### src/imadec_pkg.sv
// ----------------------------------------------------------------------------
// imadec_pkg
// Shared types, codes and tables for the IMA ADPCM nibble decoder.
// ----------------------------------------------------------------------------
package imadec_pkg;

   // Opcodes of an input beat
   localparam logic OP_LOAD   = 1'b0;
   localparam logic OP_DECODE = 1'b1;

   // Result status codes, also used as the queued operation kind
   typedef logic [1:0] status_type;
   localparam status_type STATUS_SAMPLE = 2'd0;
   localparam status_type STATUS_LOADED = 2'd1;
   localparam status_type STATUS_REJECT = 2'd2;

   localparam int           IDX_BITS = 7;
   localparam int           QUEUE_DEPTH = 2;
   localparam logic [IDX_BITS-1:0] IDX_MAX = 7'd88;
   localparam logic signed [17:0] PRED_MAX = 18'sd32767;
   localparam logic signed [17:0] PRED_MIN = -18'sd32768;

   // Step size per step index
   localparam logic [14:0] STEP_TABLE [0:88] = '{
      15'd7,     15'd8,     15'd9,     15'd10,    15'd11,    15'd12,    15'd13,
      15'd14,    15'd16,    15'd17,    15'd19,    15'd21,    15'd23,    15'd25,
      15'd28,    15'd31,    15'd34,    15'd37,    15'd41,    15'd45,    15'd50,
      15'd55,    15'd60,    15'd66,    15'd73,    15'd80,    15'd88,    15'd97,
      15'd107,   15'd118,   15'd130,   15'd143,   15'd157,   15'd173,   15'd190,
      15'd209,   15'd230,   15'd253,   15'd279,   15'd307,   15'd337,   15'd371,
      15'd408,   15'd449,   15'd494,   15'd544,   15'd598,   15'd658,   15'd724,
      15'd796,   15'd876,   15'd963,   15'd1060,  15'd1166,  15'd1282,  15'd1411,
      15'd1552,  15'd1707,  15'd1878,  15'd2066,  15'd2272,  15'd2499,  15'd2749,
      15'd3024,  15'd3327,  15'd3660,  15'd4026,  15'd4428,  15'd4871,  15'd5358,
      15'd5894,  15'd6484,  15'd7132,  15'd7845,  15'd8630,  15'd9493,  15'd10442,
      15'd11487, 15'd12635, 15'd13899, 15'd15289, 15'd16818, 15'd18500, 15'd20350,
      15'd22385, 15'd24623, 15'd27086, 15'd29794, 15'd32767
   };

   // Step index adjustment per code
   localparam logic signed [4:0] INDEX_MOVE [0:15] = '{
      -5'sd1, -5'sd1, -5'sd1, -5'sd1, 5'sd2, 5'sd4, 5'sd6, 5'sd8,
      -5'sd1, -5'sd1, -5'sd1, -5'sd1, 5'sd2, 5'sd4, 5'sd6, 5'sd8
   };

   // Classified operation held in the queue
   typedef struct packed {
      status_type           kind;
      logic signed [15:0]   predictor;
      logic [IDX_BITS-1:0]  step_index;
      logic [3:0]           code_nibble;
   } op_type;

   // Queue occupancy flags
   typedef struct packed {
      logic full;
      logic empty;
   } qstat_type;

endpackage

### src/imadec_ifs.sv
// ----------------------------------------------------------------------------
// imadec channel interfaces
// Valid/ready channels for request and response beats.
// ----------------------------------------------------------------------------
interface imadec_req_if;
   logic               valid;
   logic               ready;
   logic               opcode;
   logic signed [15:0] start_predictor;
   logic signed [15:0] start_step_index;
   logic [3:0]         code_nibble;

   modport source (output valid, opcode, start_predictor, start_step_index, code_nibble,
                   input ready);
   modport sink   (input valid, opcode, start_predictor, start_step_index, code_nibble,
                   output ready);
endinterface

interface imadec_rsp_if;
   logic               valid;
   logic               ready;
   logic signed [15:0] sample;
   logic [1:0]         status;

   modport source (output valid, sample, status, input ready);
   modport sink   (input valid, sample, status, output ready);
endinterface

### src/imadec_front.sv
// ----------------------------------------------------------------------------
// imadec_front
// Accept request beats and classify them into decode, load or reject.
// ----------------------------------------------------------------------------
module imadec_front (
   imadec_req_if.sink            req_chan,
   input  imadec_pkg::qstat_type qstat,
   output logic                  push_en,
   output imadec_pkg::op_type    push_data
);

   logic idx_ok;

   // Take a beat whenever the queue has room
   assign req_chan.ready = !qstat.full;
   assign push_en        = req_chan.valid && !qstat.full;

   // Check the start step index against 0..88 (negative values fail the high bits)
   assign idx_ok = (req_chan.start_step_index[15:imadec_pkg::IDX_BITS] == '0) &&
                   (req_chan.start_step_index[imadec_pkg::IDX_BITS-1:0] <= imadec_pkg::IDX_MAX);

   // Classify the beat
   always_comb begin
      push_data.predictor   = req_chan.start_predictor;
      push_data.step_index  = req_chan.start_step_index[imadec_pkg::IDX_BITS-1:0];
      push_data.code_nibble = req_chan.code_nibble;
      if (req_chan.opcode == imadec_pkg::OP_DECODE) begin
         push_data.kind = imadec_pkg::STATUS_SAMPLE;
      end else if (idx_ok) begin
         push_data.kind = imadec_pkg::STATUS_LOADED;
      end else begin
         push_data.kind = imadec_pkg::STATUS_REJECT;
      end
   end

endmodule

### src/imadec_queue.sv
// ----------------------------------------------------------------------------
// imadec_queue
// Two-entry queue of classified operations between front and back.
// ----------------------------------------------------------------------------
module imadec_queue (
   input  logic                   clock,
   input  logic                   reset,
   input  logic                   push_en,
   input  imadec_pkg::op_type     push_data,
   input  logic                   pop_en,
   output imadec_pkg::op_type     pop_data,
   output imadec_pkg::qstat_type  qstat
);

   imadec_pkg::op_type entry_ff [imadec_pkg::QUEUE_DEPTH];
   logic       wr_ptr_ff, wr_ptr_in;
   logic       rd_ptr_ff, rd_ptr_in;
   logic [1:0] count_ff,  count_in;

   assign qstat.full  = (count_ff == 2'(imadec_pkg::QUEUE_DEPTH));
   assign qstat.empty = (count_ff == 2'd0);
   assign pop_data    = entry_ff[rd_ptr_ff];

   // Advance pointers and count
   always_comb begin
      wr_ptr_in = wr_ptr_ff ^ push_en;
      rd_ptr_in = rd_ptr_ff ^ pop_en;
      count_in  = count_ff + 2'(push_en) - 2'(pop_en);
   end

   always_ff @(posedge clock) begin
      if (reset) begin
         wr_ptr_ff <= 1'b0;
         rd_ptr_ff <= 1'b0;
         count_ff  <= 2'd0;
      end else begin
         wr_ptr_ff <= wr_ptr_in;
         rd_ptr_ff <= rd_ptr_in;
         count_ff  <= count_in;
      end
   end

   // Store the pushed entry
   always_ff @(posedge clock) begin
      if (push_en) begin
         entry_ff[wr_ptr_ff] <= push_data;
      end
   end

endmodule

### src/imadec_back.sv
// ----------------------------------------------------------------------------
// imadec_back
// Execute queued operations against the channel state and register results.
// ----------------------------------------------------------------------------
module imadec_back (
   input  logic                  clock,
   input  logic                  reset,
   input  imadec_pkg::op_type    op,
   input  imadec_pkg::qstat_type qstat,
   output logic                  pop_en,
   imadec_rsp_if.source          rsp_chan
);

   logic signed [15:0]                predictor_ff, predictor_in;
   logic [imadec_pkg::IDX_BITS-1:0]   step_index_ff, step_index_in;
   logic                              out_valid_ff, out_valid_in;
   logic signed [15:0]                sample_ff, sample_in;
   imadec_pkg::status_type            status_ff, status_in;

   logic [imadec_pkg::IDX_BITS-1:0]   si;
   logic [14:0]                       step;
   logic [16:0]                       diff;
   logic signed [17:0]                diff_s;
   logic signed [17:0]                sum;
   logic signed [15:0]                pred_sat;
   logic signed [4:0]                 move;
   logic signed [8:0]                 ni;
   logic [imadec_pkg::IDX_BITS-1:0]   ni_clamp;

   // Pop when the output register is free or being drained
   assign pop_en = !qstat.empty && (!out_valid_ff || rsp_chan.ready);

   assign rsp_chan.valid  = out_valid_ff;
   assign rsp_chan.sample = sample_ff;
   assign rsp_chan.status = status_ff;

   // Build the difference from the step size
   always_comb begin
      si   = (step_index_ff > imadec_pkg::IDX_MAX) ? imadec_pkg::IDX_MAX : step_index_ff;
      step = imadec_pkg::STEP_TABLE[si];
      diff = {5'd0, step[14:3]}
           + (op.code_nibble[2] ? {2'd0, step} : 17'd0)
           + (op.code_nibble[1] ? {3'd0, step[14:1]} : 17'd0)
           + (op.code_nibble[0] ? {4'd0, step[14:2]} : 17'd0);
      diff_s = op.code_nibble[3] ? -$signed({1'b0, diff}) : $signed({1'b0, diff});
   end

   // Add to the predictor and saturate to 16 bits
   always_comb begin
      sum = $signed({{2{predictor_ff[15]}}, predictor_ff}) + diff_s;
      if (sum > imadec_pkg::PRED_MAX) begin
         pred_sat = 16'sd32767;
      end else if (sum < imadec_pkg::PRED_MIN) begin
         pred_sat = -16'sd32768;
      end else begin
         pred_sat = sum[15:0];
      end
   end

   // Move the step index and clamp to 0..88
   always_comb begin
      move = imadec_pkg::INDEX_MOVE[op.code_nibble];
      ni   = $signed({2'b00, si}) + $signed({{4{move[4]}}, move});
      if (ni < 9'sd0) begin
         ni_clamp = '0;
      end else if (ni > $signed({2'b00, imadec_pkg::IDX_MAX})) begin
         ni_clamp = imadec_pkg::IDX_MAX;
      end else begin
         ni_clamp = ni[imadec_pkg::IDX_BITS-1:0];
      end
   end

   // Execute the popped operation
   always_comb begin
      predictor_in  = predictor_ff;
      step_index_in = step_index_ff;
      out_valid_in  = out_valid_ff && !rsp_chan.ready;
      sample_in     = sample_ff;
      status_in     = status_ff;
      if (pop_en) begin
         out_valid_in = 1'b1;
         status_in    = op.kind;
         sample_in    = '0;
         unique case (op.kind)
            imadec_pkg::STATUS_SAMPLE: begin
               predictor_in  = pred_sat;
               step_index_in = ni_clamp;
               sample_in     = pred_sat;
            end
            imadec_pkg::STATUS_LOADED: begin
               predictor_in  = op.predictor;
               step_index_in = op.step_index;
            end
            default: begin
               // rejected load: hold the state
            end
         endcase
      end
   end

   always_ff @(posedge clock) begin
      if (reset) begin
         predictor_ff  <= '0;
         step_index_ff <= '0;
         out_valid_ff  <= 1'b0;
      end else begin
         predictor_ff  <= predictor_in;
         step_index_ff <= step_index_in;
         out_valid_ff  <= out_valid_in;
      end
   end

   // Result payload
   always_ff @(posedge clock) begin
      sample_ff <= sample_in;
      status_ff <= status_in;
   end

endmodule

### src/ima_adpcm_nibble_decoder.sv
// ----------------------------------------------------------------------------
// ima_adpcm_nibble_decoder
// IMA ADPCM decoder for one channel: load start state, decode 4-bit codes.
// ----------------------------------------------------------------------------
//  channel   | dir | beat content
//  ----------+-----+----------------------------------------------------------
//  req_chan  | in  | opcode, start_predictor, start_step_index, code_nibble
//  rsp_chan  | out | sample, status
//
//  One request per cycle sustained while responses are not stalled; a result
//  passes through a queue entry, then the output register. The decode path
//  (step table lookup, difference add and saturate) is combinational.
//  Synchronous reset clears predictor and step index to zero and empties
//  the queue. A stalled response holds in the output register while the
//  two-entry queue keeps taking requests until it fills.
// ----------------------------------------------------------------------------
module ima_adpcm_nibble_decoder (
   input  logic          clock,
   input  logic          reset,
   imadec_req_if.sink    req_chan,
   imadec_rsp_if.source  rsp_chan
);

   imadec_pkg::op_type    push_data;
   imadec_pkg::op_type    pop_data;
   imadec_pkg::qstat_type qstat;
   logic                  push_en;
   logic                  pop_en;

   imadec_front u_front (
      .req_chan  (req_chan),
      .qstat     (qstat),
      .push_en   (push_en),
      .push_data (push_data)
   );

   imadec_queue u_queue (
      .clock     (clock),
      .reset     (reset),
      .push_en   (push_en),
      .push_data (push_data),
      .pop_en    (pop_en),
      .pop_data  (pop_data),
      .qstat     (qstat)
   );

   imadec_back u_back (
      .clock    (clock),
      .reset    (reset),
      .op       (pop_data),
      .qstat    (qstat),
      .pop_en   (pop_en),
      .rsp_chan (rsp_chan)
   );

endmodule
### src/flat_wrapper.sv
// flat-port wrapper written by rule: the top's interface ports become plain ports
module ima_adpcm_nibble_decoder_flat 
  (clock, reset, req_chan_valid, req_chan_opcode, req_chan_start_predictor, req_chan_start_step_index, req_chan_code_nibble, req_chan_ready, rsp_chan_valid, rsp_chan_sample, rsp_chan_status, rsp_chan_ready);
  imadec_req_if req_chan_i ();
  imadec_rsp_if rsp_chan_i ();
  input  logic clock;
  input  logic reset;
  input wire logic [$bits(req_chan_i.valid)-1:0] req_chan_valid;
  input wire logic [$bits(req_chan_i.opcode)-1:0] req_chan_opcode;
  input wire logic [$bits(req_chan_i.start_predictor)-1:0] req_chan_start_predictor;
  input wire logic [$bits(req_chan_i.start_step_index)-1:0] req_chan_start_step_index;
  input wire logic [$bits(req_chan_i.code_nibble)-1:0] req_chan_code_nibble;
  output wire logic [$bits(req_chan_i.ready)-1:0] req_chan_ready;
  output wire logic [$bits(rsp_chan_i.valid)-1:0] rsp_chan_valid;
  output wire logic [$bits(rsp_chan_i.sample)-1:0] rsp_chan_sample;
  output wire logic [$bits(rsp_chan_i.status)-1:0] rsp_chan_status;
  input wire logic [$bits(rsp_chan_i.ready)-1:0] rsp_chan_ready;
  assign req_chan_i.valid = req_chan_valid;
  assign req_chan_i.opcode = req_chan_opcode;
  assign req_chan_i.start_predictor = req_chan_start_predictor;
  assign req_chan_i.start_step_index = req_chan_start_step_index;
  assign req_chan_i.code_nibble = req_chan_code_nibble;
  assign req_chan_ready = req_chan_i.ready;
  assign rsp_chan_valid = rsp_chan_i.valid;
  assign rsp_chan_sample = rsp_chan_i.sample;
  assign rsp_chan_status = rsp_chan_i.status;
  assign rsp_chan_i.ready = rsp_chan_ready;
  ima_adpcm_nibble_decoder u_core (.clock(clock), .reset(reset), .req_chan(req_chan_i), .rsp_chan(rsp_chan_i));
endmodule
### config.mk
export PLATFORM = sky130hd
export DESIGN_NAME = ima_adpcm_nibble_decoder_flat
export DESIGN_NICKNAME = d
export VERILOG_FILES = /design/src/imadec_pkg.sv /design/src/imadec_ifs.sv /design/src/imadec_front.sv /design/src/imadec_queue.sv /design/src/imadec_back.sv /design/src/ima_adpcm_nibble_decoder.sv /design/src/flat_wrapper.sv
export SDC_FILE = /design/constraint.sdc
export NUM_CORES = 1
export LEC_CHECK = 0
export BUFFER_PORTS_ARGS = -buffer_cell sky130_fd_sc_hd__buf_2
export CAP_MARGIN = 0
export CORE_ASPECT_RATIO = 0.9
export CORE_MARGIN = 5
export CORE_UTILIZATION = 55
export CTS_BUF_LIST = sky130_fd_sc_hd__clkbuf_8
export CTS_CLUSTER_SIZE = 8
export DETAILED_ROUTE_END_ITERATION = 12
export PLACE_DENSITY_LB_ADDON = 0.1
export SYNTH_ARGS = -nofsm -noshare
export SYNTH_HDL_FRONTEND = slang
export SYNTH_SLANG_ARGS = --single-unit
### constraint.sdc
create_clock -name clock -period 21.8 [get_ports clock]
set_clock_uncertainty 0.2 [all_clocks]
set_input_delay 4.36 -clock clock [delete_from_list [all_inputs] [get_ports clock]]
set_output_delay 4.36 -clock clock [all_outputs]
set_load 0.05 [all_outputs]
Word level (Yosys, flattened, before mapping)

Memory sizes are Yosys's and may differ from the RTL's. A register that Yosys moved wholly into a read port is not among the register bits.
Index checks and enable logic that the tools add are counted.

Register bits: 46
Memory bits (writable): 58
ROM bits: 2,000
Input port bits: 41
Output and inout port bits: 20
Word-level logic and storage cells: 68
Memories: 3

Memory list:

| memory                  | depth | bits a word | rd ports | clocked after memory_dff | wr ports | RTL line           | source |
|---|---|---|---|---|---|---|---|
| (name not given)        | 128   | 15          | 1        | 0                        | 0        | imadec_back.sv:40  | `step = imadec_pkg::STEP_TABLE[si];` |
| (name not given)        | 16    | 5           | 1        | 0                        | 0        | imadec_back.sv:62  | `move = imadec_pkg::INDEX_MOVE[op.code_nibble];` |
| u_core.u_queue.entry_ff | 2     | 29          | 1        | 1                        | 1        | imadec_queue.sv:15 | `imadec_pkg::op_type entry_ff [imadec_pkg::QUEUE_DEPTH];` |

$add $sub $neg: 8
Order comparisons: 8
Equal/unequal tests: 2
Muxes and demuxes: 21
Bitwise gates (word level): 4
Reductions and logical operators: 14

Operators by type and width:

| operator                                                  | count |
|---|---|
| two-way mux 15 bit                                        | 3 |
| two-way mux 16 bit                                        | 2 |
| case mux 16 bit (2 select lines)                          | 1 |
| two-way mux 7 bit                                         | 3 |
| adder 16 x 18 -> 18 bit                                   | 1 |
| > comparator 18 x 16 -> 1 bit (second input constant)     | 1 |
| < comparator 18 x 16 -> 1 bit (second input constant)     | 1 |
| two-way mux 18 bit                                        | 1 |
| negation 17 -> 18 bit                                     | 1 |
| adder 16 x 14 -> 17 bit                                   | 1 |
| adder 17 x 13 -> 17 bit                                   | 1 |
| adder 12 x 15 -> 16 bit                                   | 1 |
| two-way mux 14 bit                                        | 1 |
| case mux 7 bit (2 select lines)                           | 1 |
| two-way mux 13 bit                                        | 1 |
| two-way mux 5 bit                                         | 2 |
| adder 8 x 5 -> 9 bit                                      | 1 |
| > comparator 9 x 8 -> 1 bit (second input constant)       | 1 |
| zero test 9 bit                                           | 1 |
| < comparator 9 x 1 -> 1 bit (second input constant)       | 1 |
| greater-or-equal comparator 8 bit (second input constant) | 1 |
| inverter 7 -> 8 bit                                       | 1 |
| > comparator 7 bit (second input constant)                | 1 |
| less-or-equal comparator 7 bit (second input constant)    | 1 |
| other kinds (15)                                          | 27 |

Logic depth before layout (Yosys ltp)

Gate-level depths: netlist (run 1).

Word-level depth: 17
Mapped depth: 43
Gate-level depth less buffers: 38

Cells and area by module

From an unflattened synthesis (run 1), not the netlist that was laid out.

Cells, all modules: 1,137
Area, all modules: 9,809.4 um^2

By module, submodules not included:

| module       | instances | cells an instance | area an instance (um^2) | sequential area each (um^2) |
|---|---|---|---|---|
| imadec_back  | 1         | 989               | 7,223.2                 | 1,021.0 |
| imadec_queue | 1         | 109               | 2,302.2                 | 1,821.7 |
| imadec_front | 1         | 39                | 284.0                   | 0.0 |

Worst setup path after synthesis (run 1)

Ideal clock, no wire load.

Path kind: register -> register
Start point: register u_core.u_back.step_index_ff[4] (netlist name)
End point: register u_core.u_back.predictor_ff[10]
Setup time: 129 ps
Data arrival time: 8,693 ps
Required time: 21,471 ps
Path slack: 12,778 ps
Cell stages (with the launch flop): 38
Buffers on the path: 6
Clock period less this slack: 9,022 ps
Cells stage by stage: dfxtp_1 clkbuf_1 and2_1 o21ai_0 and2_1 clkbuf_1 clkbuf_1 buf_2 ha_1 a222oi_1 nor2_1 a31oi_1 mux2_2 o21ai_0 and2_1 fa_1 fa_1 ha_1 [... 2 more ...] nor2_2 or3_1 o32a_1 nor3_1 nor2_1 xnor2_1 ha_1 clkbuf_1 a21oi_1 a21oi_1 a211oi_1 nand2_1 a311oi_2 a211oi_1 or4_1 a21oi_4 buf_8 o221ai_2

Longest elaborated chain between the ends: 17
Elaborated cells on any way between the ends: 20
Classes of those cells: 5 x add/sub; 3 x order compare; 10 x mux; 1 x bitwise; 1 x memory

RTL lines:

| what                                                     | RTL line           | source |
|---|---|---|
| start: declaration                                       | imadec_back.sv:15  | `logic [imadec_pkg::IDX_BITS-1:0] step_index_ff, step_index_in;` |
| start signal: assignment                                 | imadec_back.sv:108 | `step_index_ff <= step_index_in;` |
| > comparator 7 bit                                       | imadec_back.sv:39  | `si = (step_index_ff > imadec_pkg::IDX_MAX) ? imadec_pkg::IDX_MAX : step_index_ff;` |
| two-way mux 7 bit *                                      | imadec_back.sv:39  |  |
| inverter 7 -> 8 bit (not written as such) *              | imadec_back.sv:40  |  |
| memory read (128 x 15 bit) *                             | --                 |  |
| two-way mux 15 bit (not written as such) * (2 in series) | imadec_back.sv:40  |  |
| two-way mux 15 bit                                       | imadec_back.sv:42  | `+ (op.code_nibble[2] ? {2'd0, step} : 17'd0)` |
| adder 12 x 15 -> 16 bit                                  | imadec_back.sv:42  |  |
| adder 16 x 14 -> 17 bit                                  | imadec_back.sv:43  | `+ (op.code_nibble[1] ? {3'd0, step[14:1]} : 17'd0)` |
| adder 17 x 13 -> 17 bit *                                | imadec_back.sv:44  | `+ (op.code_nibble[0] ? {4'd0, step[14:2]} : 17'd0);` |
| negation 17 -> 18 bit                                    | imadec_back.sv:45  | `diff_s = op.code_nibble[3] ? -$signed({1'b0, diff}) : $signed({1'b0, diff});` |
| two-way mux 18 bit *                                     | imadec_back.sv:45  |  |
| adder 16 x 18 -> 18 bit *                                | imadec_back.sv:50  | `sum = $signed({{2{predictor_ff[15]}}, predictor_ff}) + diff_s;` |
| < comparator 18 x 16 -> 1 bit                            | imadec_back.sv:53  | `end else if (sum < imadec_pkg::PRED_MIN) begin` |
| two-way mux 16 bit                                       | imadec_back.sv:53  |  |
| two-way mux 16 bit *                                     | imadec_back.sv:51  | `if (sum > imadec_pkg::PRED_MAX) begin` |
| case mux 16 bit (2 select lines) *                       | imadec_back.sv:84  | `unique case (op.kind)` |
| end signal: assignment                                   | imadec_back.sv:107 | `predictor_ff <= predictor_in;` |
| end: declaration                                         | imadec_back.sv:14  | `logic signed [15:0] predictor_ff, predictor_in;` |

Mark *: on every way between the ends. The rest lies on a longest branch, timed or not. The select of a mux whose other input is x is not followed.
A chain may end at the register's enable or synchronous reset.

Worst setup path after layout (run 1)

Start point: register u_core.u_back.step_index_ff[4] (netlist name)
End point: register u_core.u_back.sample_ff[0], in the netlist u_core.u_back.rsp_chan.sample[0] (data pin)

Longest elaborated chain between the ends: 16
Elaborated cells on any way between the ends: 19
Classes of those cells: 5 x add/sub; 3 x order compare; 9 x mux; 1 x bitwise; 1 x memory

RTL lines:

| what                                                     | RTL line           | source |
|---|---|---|
| > comparator 7 bit                                       | imadec_back.sv:39  |  |
| two-way mux 7 bit *                                      | imadec_back.sv:39  |  |
| inverter 7 -> 8 bit (not written as such) *              | imadec_back.sv:40  |  |
| memory read (128 x 15 bit) *                             | --                 |  |
| two-way mux 15 bit (not written as such) * (2 in series) | imadec_back.sv:40  |  |
| two-way mux 15 bit                                       | imadec_back.sv:42  |  |
| adder 12 x 15 -> 16 bit                                  | imadec_back.sv:42  |  |
| adder 16 x 14 -> 17 bit                                  | imadec_back.sv:43  |  |
| adder 17 x 13 -> 17 bit *                                | imadec_back.sv:44  |  |
| negation 17 -> 18 bit                                    | imadec_back.sv:45  |  |
| two-way mux 18 bit *                                     | imadec_back.sv:45  |  |
| adder 16 x 18 -> 18 bit *                                | imadec_back.sv:50  |  |
| < comparator 18 x 16 -> 1 bit                            | imadec_back.sv:53  |  |
| two-way mux 16 bit                                       | imadec_back.sv:53  |  |
| two-way mux 16 bit *                                     | imadec_back.sv:51  |  |
| end signal: assignment                                   | imadec_back.sv:115 | `sample_ff <= sample_in;` |
| end: declaration                                         | imadec_back.sv:17  | `logic signed [15:0] sample_ff, sample_in;` |

Marked as above.

==> results of run 1 <==
==> path summary, 6_finish.rpt <==
kind / startpoint / end / slack, ps / cells past startpoint
max reg2reg: u_core.u_back.step_index_ff[4]$_SDFFE_PP0P_ / u_core.u_back.rsp_chan.sample[0]$_SDFFCE_PP0P_ / 11240 / 35
max: u_core.u_back.step_index_ff[4]$_SDFFE_PP0P_ / u_core.u_back.rsp_chan.sample[0]$_SDFFCE_PP0P_ / 11240 / 35
min reg2reg: u_core.u_back.predictor_ff[14]$_SDFFE_PP0P_ / u_core.u_back.predictor_ff[14]$_SDFFE_PP0P_ / 310 / 2
min: u_core.u_back.predictor_ff[14]$_SDFFE_PP0P_ / u_core.u_back.predictor_ff[14]$_SDFFE_PP0P_ / 310 / 2
==> synthesized netlist by cell type, drive strengths merged (12+ instances only) <==
library cell | n | area (um^2)
dfxtp | 28 | 561
buf | 15 | 96.3
nand2b | 15 | 93.8
mux2 | 17 | 191
a21oi | 103 | 531
nor2 | 107 | 419
clkbuf | 43 | 163
nand2 | 67 | 262
edfxtp | 76 | 2280
a31oi | 13 | 81.3
mux2i | 13 | 130
fa | 27 | 541
xnor2 | 37 | 324
o21ai | 79 | 399
xor2 | 15 | 131
o221ai | 19 | 223
a211oi | 19 | 155
ha | 66 | 826
nor3 | 18 | 90.1
inv | 72 | 270
a21o | 17 | 128
nand3 | 12 | 60.1
==> stage by stage <==
step | instances | utilization [%]
finish | 1250 | 59.6
detailed placement | 1234 | 58.5
floorplan | 1010 | -
global route | 1250 | 59.6
CTS | 1250 | 59.6
global placement | 1234 | 58.5
==> logic make-up after synthesis <==
logic type / Yosys count / synth area share, %
DFF: 104 / 31.5
adders and majority gates: 93 / 15.1
AOI/OAI and AO/OA: 321 / 23.6
xor gates and xnor gates: 53 / 5.33
and+or+nand+nor: 277 / 14.6
buffers and inverters: 131 / 5.91
muxes: 31 / 3.82
==> layer usage <==
layer  vias to the layer above  GRT usage [%]  part of all wire, %
met3                        37           2.93                  7.0
met5                         -              0                    0
met2                       328           34.1                   43
met1                      3580           35.6                   48
met4                         0           6.07                  1.9
li1                       3717              -                    -
==> state kept, by name (all words and copies together) (netlist names) <==
name,count
u_core.u_queue.wr_ptr_ff,1
u_core.u_back.rsp_chan.sample,16
u_core.u_queue.rd_ptr_ff,1
u_core.u_back.rsp_chan.status,2
u_core.u_queue.count_ff,2
u_core.u_back.step_index_ff,7
u_core.u_back.predictor_ff,16
u_core.u_queue.entry_ff,58
u_core.u_back.rsp_chan.valid,1
==> cell type report <==
type | instances | share of cell area (%)
multi-input combinational | 775 | 58.7
sequential | 104 | 29.6
timing repair buffer | 75 | 4.29
inverter | 73 | 2.85
tap | 207 | 2.69
clock buffer | 9 | 1.29
clock inverter | 7 | 0.573
==> critical path: cells and delay by family, from the launching register on <==
kind | cells | cell delay (ps)
compound gates | 13 | 2890
simple gates | 12 | 2810
fa+ha+maj | 6 | 2370
xor+xnor | 2 | 780
flops | 1 | 570
buf+inv | 1 | 370
mux | 1 | 310
==> results.json, run 1 <==
{
  "status": "completed",
  "syn_nets": 1144,
  "antenna_cells": 0,
  "rows": 44,
  "grt_max_degree": 32,
  "final_max_slew_viol_count": 0,
  "fin_ws_ps": 11240,
  "ys_ff_latch": 104,
  "final_cell_mix": "nor2_1 (104), a21oi_1 (101), edfxtp_1 (76)",
  "max_cap_viol_count": 0,
  "drt_iter0_markers": 800,
  "syn_area_per_cell_um2": 8.93,
  "hold_slack_ps": 308,
  "drt-total-wl_mm": 22.5,
  "layout.nets": 1172,
  "drive_gt1_share_pct": 13.5,
  "fmax_ghz": 0.0947,
  "dieArea_mm2": 0.0191,
  "stdcell_area_mm2": 0.00961,
  "cts_tree": "built",
  "cp-start-kind": "flip-flop",
  "syn-cell-area_mm2": 0.00902,
  "place_worst_setup_slack_ps": 11440,
  "cts_buffers": 9,
  "setup_violations": 0,
  "drt_pass1_iterations": 6,
  "detail-route-antenna-nets": 0,
  "post_cts_buffers": 0,
  "clockBufferDepth": 2,
  "slowest_stage": "xor3_2",
  "nFillCells": 1443,
  "cts-root-buf": "clkbuf_8",
  "dpl_cell_area_mm2": 0.00944,
  "clock_latency_ps": 360,
  "ys.flop_type": "edfxtp_1",
  "path_clk_slew_ps": 100,
  "cp-end-kind": "flip-flop",
  "hold_class": "reg2reg",
  "synthArstFlopShare_pct": 0,
  "start_util_pct": 55.9,
  "worstPathRequired_ps": 21710,
  "post_drt_wl_per_cell_um": 18.0,
  "finalHoldViolCount": 0,
  "grt_pass1_wl_mm": 37.2,
  "first_global_vias": 7168,
  "drc": 0,
  "viasPerCell": 6.13,
  "ioPinCount": 61,
  "ys_types": 81,
  "ctsResizeCount": 0,
  "path_class": "reg2reg",
  "cts_max_level": 3,
  "synth-edff-count": 76,
  "layout_commonest_cell": "nor2_1",
  "port_buffers": 60,
  "finalCriticalPeriod_ps": 10560,
  "slew_headroom_pct": 24.0,
  "vias": 7662,
  "rsz0062_at_grt": "no",
  "crit_fanout": 22,
  "place.gp.congestion": 0.992,
  "worst_slew_pin_slew_ps": 1140,
  "gr-usage-all-layers_pct": 23.0,
  "grt_overflow_total": 0,
  "syn_inst": 1010,
  "fp.dieW_um": 145,
  "cp_slowest_stage_delay_ps": 620,
  "seqCellArea_mm2": 0.00284,
  "yosysWarnings": 0,
  "ys_seq_area_share_pct": 31.5,
  "core_mm2": 0.0161,
  "area_growth_pct": 6.60,
  "hold_buffers": 0,
  "hpwl_mm": 16.7,
  "die_y_um": 131,
  "post-route-period-util_pct": 48.5,
  "clock_sinks": 104,
  "antenna_found_initial": 0,
  "tns_ps": 0,
  "multi_input_area_mm2": 0.00565,
  "cp.arrival_ps": 10470
}
Power of run 1 is left out: the tool's default activity adds up to more than one toggle a clock period on the data nets, which glitch-free logic cannot reach.
==> run 2: changes to the inputs <==
ABC_AREA = 1   (was not set)
clock period = 9.4 ns   (was 21.8 ns; I/O delays follow)
==> run 2 against run 1 <==
Routed wire length up 10%. Critical path depth is 7 higher. Synthesized cell count increased by 20%. Worst hold slack worse by 25 ps. Die area decreased by 0.95%. Utilization up 0.74 points. Via count up 8.9%. Critical path type unchanged.
==> results.json, run 2 <==
{
  "grt_pass1_wl_mm": 40.2,
  "groute.layer.met2.usage_pct": 41.9,
  "ioPinCount": 61,
  "rows": 44,
  "post_drt_wl_per_cell_um": 16.9,
  "ys.flop_type": "edfxtp_1",
  "cts_max_level": 3,
  "layout.cells.non_filler": 1476,
  "syn-cell-area_mm2": 0.00893,
  "fp.dieW_um": 144,
  "hold_class": "reg2reg",
  "path_class": "reg2reg",
  "clock_sinks": 104,
  "core_mm2": 0.0160,
  "drc": 0,
  "crit_family": "simple AND/OR/NAND/NOR gates",
  "cp-end-kind": "flip-flop",
  "fmax_ghz": 0.116,
  "area_growth_pct": 8.30,
  "grt_max_degree": 31,
  "ys_types": 51,
  "syn_nets": 1346,
  "largest-register": "u_core.u_queue.entry_ff",
  "use_met3_pct": 4.66,
  "drive_gt1_share_pct": 10.9,
  "syn_area_per_cell_um2": 7.36,
  "fin_ws_ps": 806,
  "synthArstFlopShare_pct": 0,
  "post_cts_buffers": 0,
  "cts_buffers": 9,
  "gr-usage-all-layers_pct": 26.7,
  "final_cell_mix": "nand2_1 (289), inv_1 (159), nor2_1 (126)",
  "hpwl_mm": 19.3,
  "drt_iter0_markers": 781,
  "post-route-period-util_pct": 91.4,
  "rsz0062_at_grt": "no",
  "first_global_vias": 7837,
  "ys_top_cells_by_area": "edfxtp_1 (26%), nand2_1 (12%), ha_1 (9.3%), inv_1 (6.7%), dfxtp_1 (6.3%)",
  "viasPerCell": 5.65,
  "ys_ff_latch": 104,
  "clock_latency_ps": 370,
  "layout_commonest_cell": "nand2_1",
  "cts_tree": "built",
  "cp_slowest_stage_delay_ps": 540,
  "dp_cells": 1460,
  "clockBufferDepth": 2,
  "ys_seq_area_share_pct": 31.8,
  "place.gp.congestion": 1.05,
  "setup_violations": 0,
  "synth_top_area_share_pct": 25.6,
  "slowest_stage": "fa_1",
  "max_cap_viol_count": 0,
  "final_max_slew_viol_count": 0,
  "path_depth": 42,
  "grtUsageMet1_pct": 39.5,
  "die_y_um": 131,
  "vias": 8342,
  "tns_ps": 0,
  "port_buffers": 60,
  "grt_busiest_layer": "met2",
  "antenna_cells": 0,
  "hold_buffers": 0,
  "layout.nets": 1398,
  "cts-root-buf": "clkbuf_8",
  "cp-start-kind": "flip-flop",
  "grt_overflow_total": 0,
  "synth_commonest_cells": "nand2_1 (290), inv_1 (159), nor2_1 (126)",
  "utilization_pct": 60.3,
  "drt-total-wl_mm": 24.9,
  "syn_inst": 1212,
  "worstHoldStart": "u_core.u_back.predictor_ff[11]$_SDFFE_PP0P_",
  "finalHoldViolCount": 0,
  "path_clk_slew_ps": 110,
  "place_worst_setup_slack_ps": 709,
  "crit_fanout": 15,
  "yosysWarnings": 0,
  "antenna_found_initial": 0,
  "yosysTopAreaCell": "edfxtp_1",
  "rr_worst_depth": 42,
  "cp_num_buf_inv": 9,
  "status": "completed",
  "slew_headroom_pct": 47.9,
  "crit_start": "u_core.u_back.step_index_ff[2]$_SDFFE_PP0P_",
  "yosysMostFrequentCell": "nand2_1",
  "crit_path_frequent_cell": "nand2_1",
  "start_util_pct": 55.7,
  "cp.arrival_ps": 8490,
  "r2r_start": "u_core.u_back.step_index_ff[2]$_SDFFE_PP0P_",
  "synth-edff-count": 76,
  "largest_reg_flops": 58,
  "worst_slew_pin_slew_ps": 780,
  "drt_pass1_iterations": 7,
  "worstPathRequired_ps": 9290,
  "min_path_cells": 2,
  "dieArea_mm2": 0.0189,
  "detail-route-antenna-nets": 0,
  "finalCriticalPeriod_ps": 8590
}
## run 2: changes by cell type after synthesis, sizes merged, moves of 17 or more
cell | previous run | this run
mux2 | 17 | 0
nor2 | 107 | 129
a211oi | 19 | 2
xnor2 | 37 | 12
nand3 | 12 | 65
inv | 72 | 161
nand2 | 67 | 297
## run 2: layout make-up
cell class | instances | area, um^2
clock buffers | 9 | 124
clock inverters | 7 | 70.1
fillers | 1530 | 6350
inverters | 162 | 608
multi-input cells | 904 | 5280
flip-flops and latches | 104 | 2840
well taps | 207 | 259
repair buffers | 83 | 485
## run 2: final timing paths
kind | endpoint | slack, ps
worst min-delay path | u_core.u_back.predictor_ff[11]$_SDFFE_PP0P_ | 280
worst max-delay path | u_core.u_back.rsp_chan.sample[2]$_SDFFCE_PP0P_ | 810
worst min register to register | u_core.u_back.predictor_ff[11]$_SDFFE_PP0P_ | 280
worst max register to register | u_core.u_back.rsp_chan.sample[2]$_SDFFCE_PP0P_ | 810
## run 2: cell families (layout without fill, tap and decap cells)
kind of cell	count (synthesis)	count (layout)	share of synthesized area [%]
buffers and inverters	204	261	9.10
and+or+nand+nor	540	540	25.3
xor gates and xnor gates	37	37	3.63
AOI/OAI and AO/OA	234	234	14.8
adders and majority gates	93	93	15.3
DFF	104	104	31.8
## run 2: worst reg2reg max path, delay by kind of cell, from the launching register on
family	cells	cell delay (ps)
and+or+nand+nor	21	3080
adders and majority gates	5	2110
AOI/OAI and AO/OA	6	1490
buffers and inverters	9	840
DFF	1	490
xor gates and xnor gates	1	140
## run 2: what timing repair did
action                                  CTS  global route
endpoints found under the setup margin    0            30
hold endpoints to repair                  0             0
gates resized for setup                   0             3
## run 2: layer usage
| metal | share of wire [%] | up-vias |
|---|---|---|
| met4 | 1.9 | 0 |
| met2 | 45 | 323 |
| met5 | 0 | - |
| met1 | 46 | 3872 |
| li1 | - | 4106 |
| met3 | 7.2 | 41 |
## run 2: stage by stage
step | hold WS [ps] | cell area (um^2)
2_1_floorplan | 250 | 8930
3_3_place_gp | 270 | 9470
3_5_place_dp | 268 | 9470
4_1_cts | 280 | 9660
5_1_grt | 312 | 9670
6_report | 283 | 9670
Power of run 2 is left out for the same reason.
==> run 3: changes to the inputs <==
CORE_MARGIN = 2   (was 5)
clock period = 7.45 ns   (was 9.4 ns; I/O delays follow)
==> run 3 against run 2 <==
Register-to-register slack worse by 770 ps. Setup slack worse by 770 ps. Via count is 11% higher. Critical endpoint is now u_core.u_back.predictor_ff[14]$_SDFFE_PP0P_. Final cell count is 12% higher. First-iteration DRC count is 19% higher. Critical path depth is 1 lower. Count of clock-buffer cells in the layout stayed put.
==> results.json, run 3 (synthesized netlist as in run 2, its figures left out) <==
{
  "post-route-period-util_pct": 99.5,
  "crit_family": "simple AND/OR/NAND/NOR gates",
  "r2r_start": "u_core.u_back.step_index_ff[2]$_SDFFE_PP0P_",
  "final_max_slew_viol_count": 0,
  "drt_pass1_iterations": 5,
  "cp_slowest_stage_delay_ps": 530,
  "worstPathRequired_ps": 7560,
  "gr-usage-all-layers_pct": 30.0,
  "top_layer": "met4",
  "utilization_pct": 74.9,
  "largest-register": "u_core.u_queue.entry_ff",
  "clock_latency_ps": 380,
  "final_cell_mix": "nand2_1 (251), buf_4 (188), inv_1 (144)",
  "setup_violations": 0,
  "slowest_stage": "fa_1",
  "grt_max_degree": 30,
  "crit_start": "u_core.u_back.step_index_ff[2]$_SDFFE_PP0P_",
  "status": "completed",
  "dp_cells": 1607,
  "hold_slack_ps": 290,
  "drc": 0,
  "layout_commonest_cell": "nand2_1",
  "cp-start-kind": "flip-flop",
  "clock_sinks": 104,
  "crit_fanout": 7,
  "vias": 9235,
  "finalCriticalPeriod_ps": 7410,
  "antenna_found_initial": 1,
  "r2r_slack_ps": 40,
  "first_global_vias": 8525,
  "routed-wl-met3_mm": 2.13,
  "worst_slew_pin_slew_ps": 798,
  "detail-route-antenna-nets": 0,
  "max_cap_viol_count": 0,
  "grt_overflow_total": 0,
  "core_mm2": 0.0160,
  "die_y_um": 125,
  "finalHoldViolCount": 0,
  "fp.dieW_um": 138,
  "area_growth_pct": 34.5,
  "clockBufferDepth": 2,
  "rsz0062_at_grt": "yes",
  "place.gp.congestion": 1.03,
  "drt_iter0_markers": 927,
  "wl_met1_mm": 11.9,
  "worstHoldStart": "u_core.u_back.predictor_ff[0]$_SDFFE_PP0P_",
  "cts_buffers": 9,
  "wl_met2_mm": 12.5,
  "hpwl_mm": 19.7,
  "cts-root-buf": "clkbuf_8",
  "ioPinCount": 61,
  "largest_reg_flops": 58,
  "fmax_ghz": 0.135,
  "drive_gt1_share_pct": 33.5,
  "drt-total-wl_mm": 27.3,
  "rows": 44,
  "tns_ps": 0,
  "post_drt_wl_per_cell_um": 16.4,
  "hold_buffers": 0,
  "layout.cells.non_filler": 1660,
  "port_buffers": 60,
  "start_util_pct": 55.7,
  "hold_class": "reg2reg",
  "viasPerCell": 5.56,
  "cp-end-kind": "flip-flop",
  "path_class": "reg2reg",
  "slew_headroom_pct": 46.8,
  "cp_num_buf_inv": 7,
  "cts_max_level": 3,
  "grt_pass1_wl_mm": 41.8,
  "cp.arrival_ps": 7520,
  "dieArea_mm2": 0.0173,
  "cts_tree": "built",
  "path_clk_slew_ps": 120,
  "layout.nets": 1581
}
run 3: cell count changes in the layout (fill, tap and decap cells not counted), moves of 10 or more:
cell / before / now
o21ai_0: 81 / 56
inv_1: 159 / 144
nand2_2: 8 / 38
nor2_2: 3 / 26
a21oi_1: 86 / 61
nor2_1: 126 / 97
ha_1: 66 / 44
nand2_1: 289 / 251
o21ai_1: 4 / 23
inv_2: 2 / 12
buf_4: 22 / 188
ha_4: 0 / 16
a21oi_2: 4 / 28
run 3: through the flow:
stage	worst slack [ps]	area (um^2)
final	40.6	12000
after global routing	-273	12000
after CTS	2.46	11100
after detailed placement	-310	10600
after global placement	-100	10600
after floorplan	57.3	8930
run 3: area by class of cell:
cell class | instances | area, um^2
multi-input combinational | 904 | 6080
sequential | 104 | 2850
fill | 1237 | 4010
antenna | 1 | 2.50
tap | 207 | 259
clock buffer | 9 | 124
inverter | 162 | 632
timing repair buffer | 266 | 1990
clock inverter | 7 | 66.3
run 3: final timing paths:
kind,endpoint,depth (start not counted)
max,u_core.u_back.predictor_ff[14]$_SDFFE_PP0P_,41
min,u_core.u_back.predictor_ff[0]$_SDFFE_PP0P_,2
max reg2reg,u_core.u_back.predictor_ff[14]$_SDFFE_PP0P_,41
min reg2reg,u_core.u_back.predictor_ff[0]$_SDFFE_PP0P_,2
run 3: tightest hold or removal path, cell delays in order, from the launching register on:
cell and delay, ps:
dfxtp_1 330, nand2_1 70, a21oi_1 60
run 3: per-layer routing:
metal | global-route usage (%) | vias to the layer above
met3 | 5.34 | 78
met4 | 8.10 | 0
met5 | 0 | -
li1 | - | 4482
met1 | 42.4 | 4258
met2 | 47.7 | 417
run 3: repair_timing:
| action | CTS | global route |
|---|---|---|
| setup endpoints to repair | 32 | 32 |
| setup buffers | 14 | 19 |
| pin swaps | 7 | 92 |
| resized for setup | 48 | 206 |
| cloned | 1 | 2 |
Power of run 3 is left out for the same reason.
